**src/sv/kmd_pkg.sv**
```systemverilog
// ----------------------------------------------------------------------------
// kmd_pkg
// Shared types and constants for the k-way merge with duplicate removal.
// ----------------------------------------------------------------------------
package kmd_pkg;

   localparam int KEY_W    = 64;
   localparam int REQ_W    = 2;
   localparam int SEL_W    = 3;
   localparam int STATUS_W = 2;
   localparam int LIU_W    = 4;
   localparam int PADDR_W  = 3;
   localparam int PDATA_W  = 32;

   localparam logic [LIU_W-1:0] LIU_RESET        = 4'd8;
   localparam logic             CSR_LISTS_IN_USE = 1'b0;

   typedef enum logic [REQ_W-1:0] {
      REQ_LOAD  = 2'd0,
      REQ_POP   = 2'd1,
      REQ_CLEAR = 2'd2
   } kmd_req_code_type;

   typedef enum logic [STATUS_W-1:0] {
      ST_OK   = 2'd0,
      ST_FULL = 2'd1,
      ST_EMIT = 2'd2,
      ST_DONE = 2'd3
   } kmd_status_type;

   typedef enum logic [2:0] {
      S_IDLE,
      S_SCAN,
      S_DRAIN,
      S_CONSUME,
      S_FINISH
   } kmd_state_type;

   typedef struct packed {
      logic inc_fill;
      logic inc_read;
      logic clear_all;
   } kmd_ptr_op_type;

   typedef struct packed {
      logic has_key;
      logic full;
   } kmd_ptr_stat_type;

endpackage

```
**src/sv/kmd_ptr_file.sv**
```systemverilog
// ----------------------------------------------------------------------------
// kmd_ptr_file
// Per-list fill counts and read positions, one shared read/update port.
// ----------------------------------------------------------------------------
module kmd_ptr_file #(
   parameter int LISTS      = 8,
   parameter int LIST_DEPTH = 1024
) (
   input  logic                              clock,
   input  logic                              reset,
   input  logic [$clog2(LISTS)-1:0]          addr,
   input  kmd_pkg::kmd_ptr_op_type           op,
   output logic [$clog2(LIST_DEPTH)-1:0]     head_pos,
   output logic [$clog2(LIST_DEPTH)-1:0]     tail_pos,
   output kmd_pkg::kmd_ptr_stat_type         stat
);

   localparam int PW = $clog2(LIST_DEPTH);
   localparam int FW = $clog2(LIST_DEPTH + 1);

   logic [FW-1:0] fill_ff [LISTS];
   logic [FW-1:0] fill_in [LISTS];
   logic [FW-1:0] rpos_ff [LISTS];
   logic [FW-1:0] rpos_in [LISTS];
   logic [FW-1:0] fill_sel;
   logic [FW-1:0] rpos_sel;

   assign fill_sel     = fill_ff[addr];
   assign rpos_sel     = rpos_ff[addr];
   assign head_pos     = rpos_sel[PW-1:0];
   assign tail_pos     = fill_sel[PW-1:0];
   assign stat.has_key = rpos_sel < fill_sel;
   assign stat.full    = fill_sel == FW'(LIST_DEPTH);

   always_comb begin
      fill_in = fill_ff;
      rpos_in = rpos_ff;
      if (op.clear_all) begin
         for (int i = 0; i < LISTS; i++) begin
            fill_in[i] = '0;
            rpos_in[i] = '0;
         end
      end else begin
         if (op.inc_fill) begin
            fill_in[addr] = fill_sel + FW'(1);
         end
         if (op.inc_read) begin
            rpos_in[addr] = rpos_sel + FW'(1);
         end
      end
   end

   always_ff @(posedge clock) begin
      if (reset) begin
         for (int i = 0; i < LISTS; i++) begin
            fill_ff[i] <= '0;
            rpos_ff[i] <= '0;
         end
      end else begin
         fill_ff <= fill_in;
         rpos_ff <= rpos_in;
      end
   end

endmodule
```
**config.mk**
```make
export PLATFORM = sky130hd
export DESIGN_NAME = kmd_ptr_file
export DESIGN_NICKNAME = d
export VERILOG_FILES = /design/src/sv/kmd_pkg.sv /design/src/sv/kmd_ptr_file.sv
export SDC_FILE = /design/constraint.sdc
export NUM_CORES = 1
export LEC_CHECK = 0
export BUFFER_PORTS_ARGS = -buffer_cell sky130_fd_sc_hd__buf_2
export CORE_ASPECT_RATIO = 0.9
export CORE_MARGIN = 2
export CORE_UTILIZATION = 35
export CTS_CLUSTER_DIAMETER = 60
export DETAILED_ROUTE_END_ITERATION = 12
export HOLD_SLACK_MARGIN = 0.03
export SYNTH_ARGS = -nofsm -noshare
export SYNTH_HDL_FRONTEND = slang
export SYNTH_SLANG_ARGS = --single-unit
```
**constraint.sdc**
```tcl
create_clock -name clock -period 4.2 [get_ports clock]
set_clock_uncertainty 0.15 [all_clocks]
set_input_delay 0.21 -clock clock [delete_from_list [all_inputs] [get_ports clock]]
set_output_delay 0.21 -clock clock [all_outputs]
set_load 0.02 [all_outputs]
```
==> results.py, run 1 <==
metrics = {
    "finish": {
        "insertedDiodeCount": 0,
        "syn2layout_area_growth_pct": 11.5,
        "final_common_cell": "nand2_1",
        "num-nets-final": 1183,
        "drive_gt1_share_pct": 14.3,
        "final_cell_mix": "nand2_1 (186), dfxtp_1 (176), nand3_1 (164), a21oi_1 (81), nor2_1 (80)",
    },
    "clocking": {
        "cts_hold_buf": 0,
        "clk_pin_slew_ps": 80,
        "numCtsBuffers": 17,
        "clkSinkCount": 176,
        "cts_tree": "done",
        "root_buffer": "clkbuf_16",
        "htree_levels": 4,
        "cts_setup_buffers": 0,
        "cts-resized-gates": 0,
        "clk_latency_ps": 450,
        "cts.path.max_buffers": 2,
    },
    "synthesis": {
        "synth_top_area_share_pct": 38.0,
        "synth_flop_cell": "dfxtp_1",
        "seq_area_frac_synth_pct": 38.0,
        "yosys.area.top_type": "dfxtp_1",
        "syn_avg_cell_area_um2": 7.98,
        "synth_nets": 1184,
        "ys_warn_count": 0,
        "synthCells": 1163,
        "synth_area_um2": 9280,
        "synth_cell_type_count": 61,
        "synth_edf_count": 0,
        "ys_seq_elements": 176,
        "synthArstFlopShare_pct": 0,
        "netlist_top_cells_area": "dfxtp_1 (38%), nand3_1 (8.8%), nand2_1 (7.5%)",
    },
    "routing": {
        "first_iter_violations": 1138,
        "routed_wl_um": 32600,
        "antenna_left": 0,
        "route.detailed.drc": 0,
        "post_drt_wl_per_cell_um": 21.4,
        "drt-vias-per-instance": 5.99,
        "drtPass1Iterations": 8,
        "routed-via-count": 9127,
    },
    "worst_setup_path": {
        "cp.arrival_ps": 3490,
        "max_stage_delay_ps": 500,
        "cp.required_ps": 3840,
        "crit_family": "buffers and inverters",
        "cp_max_fo": 23,
        "cp_num_cells": 11,
        "slowest_stage": "a211oi_1",
        "endpoint_kind": "primary output",
        "crit_chain": "buf_2 > buf_4 > mux2_2 > a32oi_1 > and2_1 > inv_2 > ha_1 > a211oi_1 > o21bai_1 > a211oi_1 > buf_2",
        "critPathBufInv": 4,
        "reg2reg_depth": 9,
        "crit_type": "primary input to primary output",
        "startpoint_type": "primary input",
    },
    "pwr": {
        "p_leak_nw": 3.58,
        "finalPower_w": 0.00350,
        "ir_drop_uv": 279,
        "p_per_area_nw_per_um2": 338,
    },
    "placed_design": {
        "dp_hpwl_um": 22000,
        "io_buffers": 29,
        "gp_congestion": 0.888,
    },
    "sta": {
        "worst_slew_pin_slew_ps": 1230,
        "period_needed_ps": 3850,
        "final-setup-viol-count": 0,
        "drv_slew": 0,
        "fin_setup_tns_ps": 0,
        "fin_hold_ws_ps": 110,
        "rsz0062_at_grt": "false",
        "finalHoldViolations": 0,
        "finalCritPeriodShare_pct": 91.6,
        "slew_headroom_pct": 17.7,
        "fmax_ghz": 0.260,
    },
    "die": {
        "design.core.area_um2": 26100,
        "initial_core_util_pct": 35.6,
        "dieArea_um2": 27800,
        "die_height_um": 158,
        "ioPinCount": 30,
        "die_w_um": 176,
        "rows": 56,
    },
    "global_routing": {
        "grt_max_degree": 81,
        "grt_pass1_vias": 8452,
        "antenna_found_initial": 0,
        "grt_overflow": 0,
        "track_usage_pct": 23.7,
        "grt_pass1_wl_um": 50600,
    },
    "outcome": {
        "status": "complete, no violations",
    },
    "min_path": {
        "whs_path_depth": 4,
        "min-delay-path-class": "primary input to flop",
    },
    "flow_run": {
        "cap_viol_max_count": 0,
    },
}
[final timing paths]
check / start / to / slack (ps)
max: addr[2] / stat[1] / 350
min: reset / rpos_ff[62] / 110
max reg2reg: rpos_ff[33] / rpos_ff[43] / 1190
min reg2reg: rpos_ff[48] / rpos_ff[48] / 310
[metal layers]
layer  up-vias  share of wire [%]  GRT usage, %
met5         -                  0             0
met4         0                2.3          7.87
met3        65                8.4          4.18
met2       422                 44          36.2
met1      4427                 45          33.8
li1       4213                  -             -
[synthesized netlist by cell type, types with 4 or more instances]
library cell  number
nand2_1          186
dfxtp_1          176
nand3_1          164
a21oi_1           81
nor2_1            81
clkbuf_1          59
o21ai_0           50
o211ai_1          48
nand4_1           45
buf_2             29
mux2i_1           17
mux4_2            16
inv_1             15
mux2_2            15
ha_1              13
a221oi_1          12
a211oi_1          11
or3_1             10
a211o_1            8
a22oi_1            8
nand3b_1           8
or4_1              8
inv_2              7
nor2b_1            7
and2_1             6
nand2b_1           6
and3_1             5
xnor2_1            5
a21o_1             4
buf_4              4
[kinds of logic after synthesis]
| kind of cell | Yosys count | share of synthesized area (%) |
|---|---|---|
| compound gates | 253 | 17.8 |
| mux | 50 | 8.02 |
| fa+ha+maj | 13 | 1.75 |
| simple gates | 546 | 28.2 |
| buf+inv | 120 | 5.77 |
| xor+xnor | 5 | 0.472 |
| flops | 176 | 38.0 |
[sequential cells by signal, indices dropped and copies added (netlist names)]
register	cells
fill_ff	88
rpos_ff	88
[worst min-delay path, delay by kind of cell]
kind / cells / cell delay, ps
AND/OR/NAND/NOR: 3 / 320
buffers and inverters: 1 / 110
[power breakdown]
part           leakage, nW  total [W]  switching (W)  internal [W]
clock                0.266    0.00155       0.000771      0.000779
sequential            1.42    0.00168     0.00000340       0.00167
combinational         1.89   0.000269       0.000199     0.0000697
[through the flow]
stage,util [%],instances,area (um^2),setup WS (ps)
after floorplan,-,1163,9280,650
after global placement,37.6,1491,9790,479
after detailed placement,37.6,1491,9790,452
after CTS,39.7,1523,10300,439
after global routing,39.7,1523,10300,215
final,39.7,1523,10300,354
[final cells by class]
| type | instances | area (um^2) |
|---|---|---|
| Multi-Input combinational cell | 867 | 5240 |
| Sequential cell | 176 | 3520 |
| Tap cell | 348 | 435 |
| Clock inverter | 15 | 128 |
| Timing Repair Buffer | 77 | 508 |
| Clock buffer | 17 | 425 |
| Inverter | 23 | 86.3 |
| Fill cell | 2707 | 15700 |
Power figures use the tool's default switching activity.
==> run 2: changes to the inputs <==
CELL_PAD_IN_SITES_DETAIL_PLACEMENT = 2   (was not set)
CELL_PAD_IN_SITES_GLOBAL_PLACEMENT = 2   (was not set)
PLACE_DENSITY_LB_ADDON = 0.1   (was not set)
RECOVER_POWER = 25   (was not set)
clock period = 3.65 ns   (was 4.2 ns; I/O delays follow)
==> results.py, run 2 (same netlist as run 1, synthesis figures left out) <==
metrics = {
    "finish": {
        "reg_top3": "fill_ff: 88 flops, rpos_ff: 88 flops",
        "final_common_cell": "nand2_1",
        "insertedDiodeCount": 0,
        "drive_gt1_share_pct": 16.1,
        "utilization_pct": 41.1,
        "final_cell_mix": "nand2_1 (186), dfxtp_1 (176), nand3_1 (164), buf_4 (85), a21oi_1 (81)",
        "num-nets-final": 1225,
        "fill_cells": 3002,
        "syn2layout_area_growth_pct": 15.4,
    },
    "pwr": {
        "p_clk_share_pct": 46.4,
        "power.share.sequential_pct": 45.2,
        "p_comb_share_pct": 8.3,
        "p_per_area_nw_per_um2": 398,
        "p_leak_nw": 3.77,
        "ir_drop_uv": 384,
        "power_switching_w": 0.00120,
        "p_int_w": 0.00307,
        "swShare_pct": 28.1,
        "finalPower_w": 0.00427,
    },
    "global_routing": {
        "grt_overflow": 0,
        "grt_pass1_vias": 9578,
        "antenna_found_initial": 0,
        "track_usage_pct": 29.6,
        "grt_max_degree": 50,
        "grt_pass1_wl_um": 61300,
    },
    "worst_setup_path": {
        "cp_max_fo": 2,
        "startpoint_type": "flop",
        "endpoint_kind": "primary output",
        "cp.arrival_ps": 3140,
        "crit_start": "rpos_ff[81]",
        "reg2reg_depth": 8,
        "cp.required_ps": 3320,
        "crit_type": "flop to primary output",
        "r2r_slack_ps": 530,
        "worstReg2RegEnd": "rpos_ff[32]",
        "reg2reg_from": "rpos_ff[45]",
    },
    "sta": {
        "finalHoldViolations": 0,
        "drv_slew": 0,
        "worst_slew_pin_slew_ps": 1070,
        "slew_headroom_pct": 28.0,
        "fin_hold_ws_ps": 72.6,
        "fin_setup_tns_ps": 0,
        "rsz0062_at_grt": "false",
        "final-setup-viol-count": 0,
        "setup_slack_ps": 173,
        "period_needed_ps": 3480,
        "finalCritPeriodShare_pct": 95.3,
        "fmax_ghz": 0.288,
    },
    "clocking": {
        "htree_levels": 4,
        "numCtsBuffers": 17,
        "cts_tree": "done",
        "cts.path.max_buffers": 2,
        "root_buffer": "clkbuf_16",
        "clk_pin_slew_ps": 80,
        "clkSinkCount": 176,
        "clk_latency_ps": 450,
    },
    "min_path": {
        "holdCritStartpoint": "reset",
        "whs_path_depth": 4,
        "hold_end": "fill_ff[82]",
        "min-delay-path-class": "primary input to flop",
    },
    "routing": {
        "routed-via-count": 9440,
        "routed_wl_um": 40600,
        "antenna_left": 0,
        "drtPass1Iterations": 4,
        "route.detailed.drc": 0,
        "post_drt_wl_per_cell_um": 26.0,
        "first_iter_violations": 735,
        "drt-vias-per-instance": 6.03,
    },
    "die": {
        "die_w_um": 176,
        "design.core.area_um2": 26100,
        "rows": 56,
        "dieArea_um2": 27800,
        "ioPinCount": 30,
        "die_height_um": 158,
        "initial_core_util_pct": 35.6,
    },
    "outcome": {
        "status": "complete, no violations",
    },
    "placed_design": {
        "gp_congestion": 0.845,
        "io_buffers": 29,
        "place_ws_ps": 119,
        "dp_hpwl_um": 27900,
    },
    "flow_run": {
        "cap_viol_max_count": 0,
    },
}
## run 2: cell count changes in the layout (fill, tap and decap cells not counted), sizes merged
cell,previous run,this run
buf,77,107
clkinv,4,2
clkinvlp,4,2
inv,30,31
clkbuf,17,30
bufinv,0,2
## run 2: worst max-delay path by stage
stage	end	depth (start not counted)
CTS	stat[1]	12
global route	stat[1]	12
detailed placement	stat[1]	13
finish	stat[1]	12
floorplan	stat[1]	13
global placement	stat[1]	10
## run 2: layer usage
layer / GRT usage, % / share of wire (%)
met1: 42.5 / 48
met2: 46.9 / 46
met3: 4.30 / 4.7
met4: 7.08 / 1.4
met5: 0 / 0
## run 2: power by group through the flow
stage | Sequential, W | Clock, W | Combinational [W]
final | 0.00193 | 0.00198 | 0.000356
after global routing | 0.00193 | 0.00209 | 0.000378
after CTS | 0.00193 | 0.00201 | 0.000352
after detailed placement | 0.00197 | 0 | 0.000349
after global placement | 0.00197 | 0 | 0.000342
after floorplan | 0.00197 | 0 | 0.000200
## run 2: through the flow
stage,instance area [um^2],instances
global route,10700,1565
finish,10700,1565
global placement,10100,1532
CTS,10700,1564
detailed placement,10100,1532
floorplan,9280,1163
## run 2: critical path: stages (launching register included)
cell and delay, ps:
dfxtp_1 340, or3b_2 450, a21oi_1 160, nor4_2 80, inv_1 130, ha_4 220
a21o_1 150, a21o_1 180, a21o_1 190, a211oi_2 180, o21bai_1 100, a211oi_2 300
buf_4 200
## run 2: area by class of cell
| cell class | count | area [um^2] | area share, % |
|---|---|---|---|
| clock inverter | 14 | 171 | 1.60 |
| clock buffer | 18 | 429 | 4.01 |
| inverter | 23 | 86.3 | 0.806 |
| tap | 348 | 435 | 4.06 |
| sequential | 176 | 3520 | 32.9 |
| timing repair buffer | 119 | 808 | 7.54 |
| multi-input combinational | 867 | 5260 | 49.1 |
## run 2: repair_timing
action	in CTS	in global routing
resized for setup	1	3
endpoints found under the setup margin	1	1
pin swaps	0	3
hold buffers	0	0
setup buffers	0	1
==> run 3: changes to the inputs <==
ABC_AREA = 1   (was not set)
==> results.py, run 3 <==
metrics = {
    "min_path": {
        "holdCritStartpoint": "op[1]",
        "whs_path_depth": 4,
        "hold_end": "rpos_ff[33]",
        "min-delay-path-class": "primary input to flop",
    },
    "clocking": {
        "cts_hold_buf": 0,
        "htree_levels": 4,
        "clk_latency_ps": 450,
        "numCtsBuffers": 17,
        "cts_tree": "done",
        "root_buffer": "clkbuf_16",
        "clk_pin_slew_ps": 70,
        "clkSinkCount": 176,
        "cts_setup_buffers": 0,
        "cts-resized-gates": 0,
        "cts.path.max_buffers": 2,
    },
    "worst_setup_path": {
        "worstReg2RegEnd": "rpos_ff[82]",
        "reg2reg_from": "rpos_ff[0]",
        "r2r_slack_ps": 990,
        "reg2reg_depth": 12,
        "startpoint_type": "primary input",
        "cp.arrival_ps": 2930,
        "cp_max_fo": 43,
        "crit_type": "primary input to primary output",
        "cp.required_ps": 3320,
        "endpoint_kind": "primary output",
    },
    "finish": {
        "utilization_pct": 39.2,
        "num-nets-final": 1506,
        "final_common_cell": "nand2_1",
        "fin_cells": 1852,
        "final_cell_mix": "nand2_1 (421), inv_1 (243), dfxtp_1 (176), o21ai_0 (112), nor2_1 (107)",
        "syn2layout_area_growth_pct": 10.7,
        "reg_top3": "fill_ff: 88 flops, rpos_ff: 88 flops",
        "insertedDiodeCount": 0,
        "drive_gt1_share_pct": 8.41,
    },
    "placed_design": {
        "gp_congestion": 0.773,
        "dp_hpwl_um": 23600,
        "io_buffers": 29,
        "placed_cells": 1820,
    },
    "sta": {
        "fin_hold_ws_ps": 217,
        "fmax_ghz": 0.307,
        "rsz0062_at_grt": "false",
        "drv_slew": 0,
        "period_needed_ps": 3260,
        "slew_headroom_pct": 31.2,
        "finalCritPeriodShare_pct": 89.3,
        "final-setup-viol-count": 0,
        "fin_setup_tns_ps": 0,
        "worst_slew_pin_slew_ps": 1030,
        "finalHoldViolations": 0,
    },
    "synthesis": {
        "synth_top_area_share_pct": 37.1,
        "synth_flop_cell": "dfxtp_1",
        "synth_nets": 1501,
        "synth_edf_count": 0,
        "synth_cell_type_count": 35,
        "synth_area_um2": 9500,
        "synthCells": 1480,
        "synth_top_cells_by_count": "nand2_1 (417), inv_1 (243), dfxtp_1 (176)",
        "seq_area_frac_synth_pct": 37.1,
        "synth.most_common_cell": "nand2_1",
        "synthArstFlopShare_pct": 0,
        "netlist_top_cells_area": "dfxtp_1 (37%), nand2_1 (16%), inv_1 (9.6%)",
        "syn_avg_cell_area_um2": 6.42,
        "ys_seq_elements": 176,
        "ys_warn_count": 0,
        "yosys.area.top_type": "dfxtp_1",
    },
    "routing": {
        "drt-vias-per-instance": 5.15,
        "drtPass1Iterations": 4,
        "post_drt_wl_per_cell_um": 19.5,
        "route.detailed.drc": 0,
        "first_iter_violations": 484,
        "routed-via-count": 9535,
        "routed_wl_um": 36000,
        "antenna_left": 0,
    },
    "global_routing": {
        "track_usage_pct": 26.3,
        "grt_pass1_vias": 9994,
        "grt_pass1_wl_um": 57000,
        "grt_max_degree": 91,
        "antenna_found_initial": 0,
        "grt_overflow": 0,
    },
    "outcome": {
        "status": "complete, no violations",
    },
    "pwr": {
        "ir_drop_uv": 294,
        "p_leak_nw": 5.30,
        "p_per_area_nw_per_um2": 410,
    },
    "die": {
        "ioPinCount": 30,
        "die_w_um": 178,
        "die_height_um": 160,
        "dieArea_um2": 28500,
        "rows": 57,
        "initial_core_util_pct": 35.4,
        "design.core.area_um2": 26800,
    },
    "flow_run": {
        "cap_viol_max_count": 0,
    },
}
## run 3: cell families after synthesis
family / synth area share [%]
xor gates and xnor gates: 0.777
buffers and inverters: 14.2
adders and majority gates: 1.71
and+or+nand+nor: 27.9
AOI/OAI and AO/OA: 18.3
DFF: 37.1
## run 3: per-stage QoR
stage | worst slack [ps] | area, um^2 | power [W]
floorplan | 1080 | 9500 | 0.00225
global placement | 601 | 9970 | 0.00239
detailed placement | 548 | 9970 | 0.00240
CTS | 584 | 10600 | 0.00437
global route | 158 | 10500 | 0.00448
finish | 390 | 10500 | 0.00431
## run 3: routing by layer
| layer | share of wire (%) | GRT usage [%] | up-vias |
|---|---|---|---|
| li1 | - | - | 4593 |
| met2 | 49 | 46.4 | 135 |
| met5 | 0 | 0 | - |
| met3 | 2.5 | 3.17 | 47 |
| met1 | 46 | 33.2 | 4760 |
| met4 | 2.3 | 8.12 | 0 |
## run 3: final cells by class
class	count	area [um^2]
fillers	3369	16300
multi-input cells	973	4610
flip-flops and latches	176	3520
inverters	258	971
clock buffers	20	447
well taps	354	443
repair buffers	59	368
clock inverters	12	158
## run 3: worst max-delay path by stage
stage | start | end | slack, ps
floorplan | addr[0] | stat[1] | 1080
CTS | addr[0] | stat[1] | 580
global placement | addr[0] | rpos_ff[50] | 600
detailed placement | addr[0] | rpos_ff[30] | 550
global route | addr[0] | stat[1] | 160
finish | addr[0] | stat[1] | 390
## run 3: worst max-delay path, stage by stage
cell      delay [ps]
buf_4            210
inv_4            470
clkbuf_1         410
nand2_1          100
nand2_1           80
nand2_1           50
nand2_1           60
nand2_1           50
nand2_1           90
clkbuf_1         640
o211ai_1         190
nand2_1          110
a21oi_1           90
buf_2            170
## run 3: power breakdown
| group | leakage [nW] | switching [W] | internal (W) |
|---|---|---|---|
| clock | 0.287 | 0.000861 | 0.00110 |
| combinational | 3.59 | 0.000299 | 0.0000924 |
| sequential | 1.42 | 0.0000113 | 0.00195 |
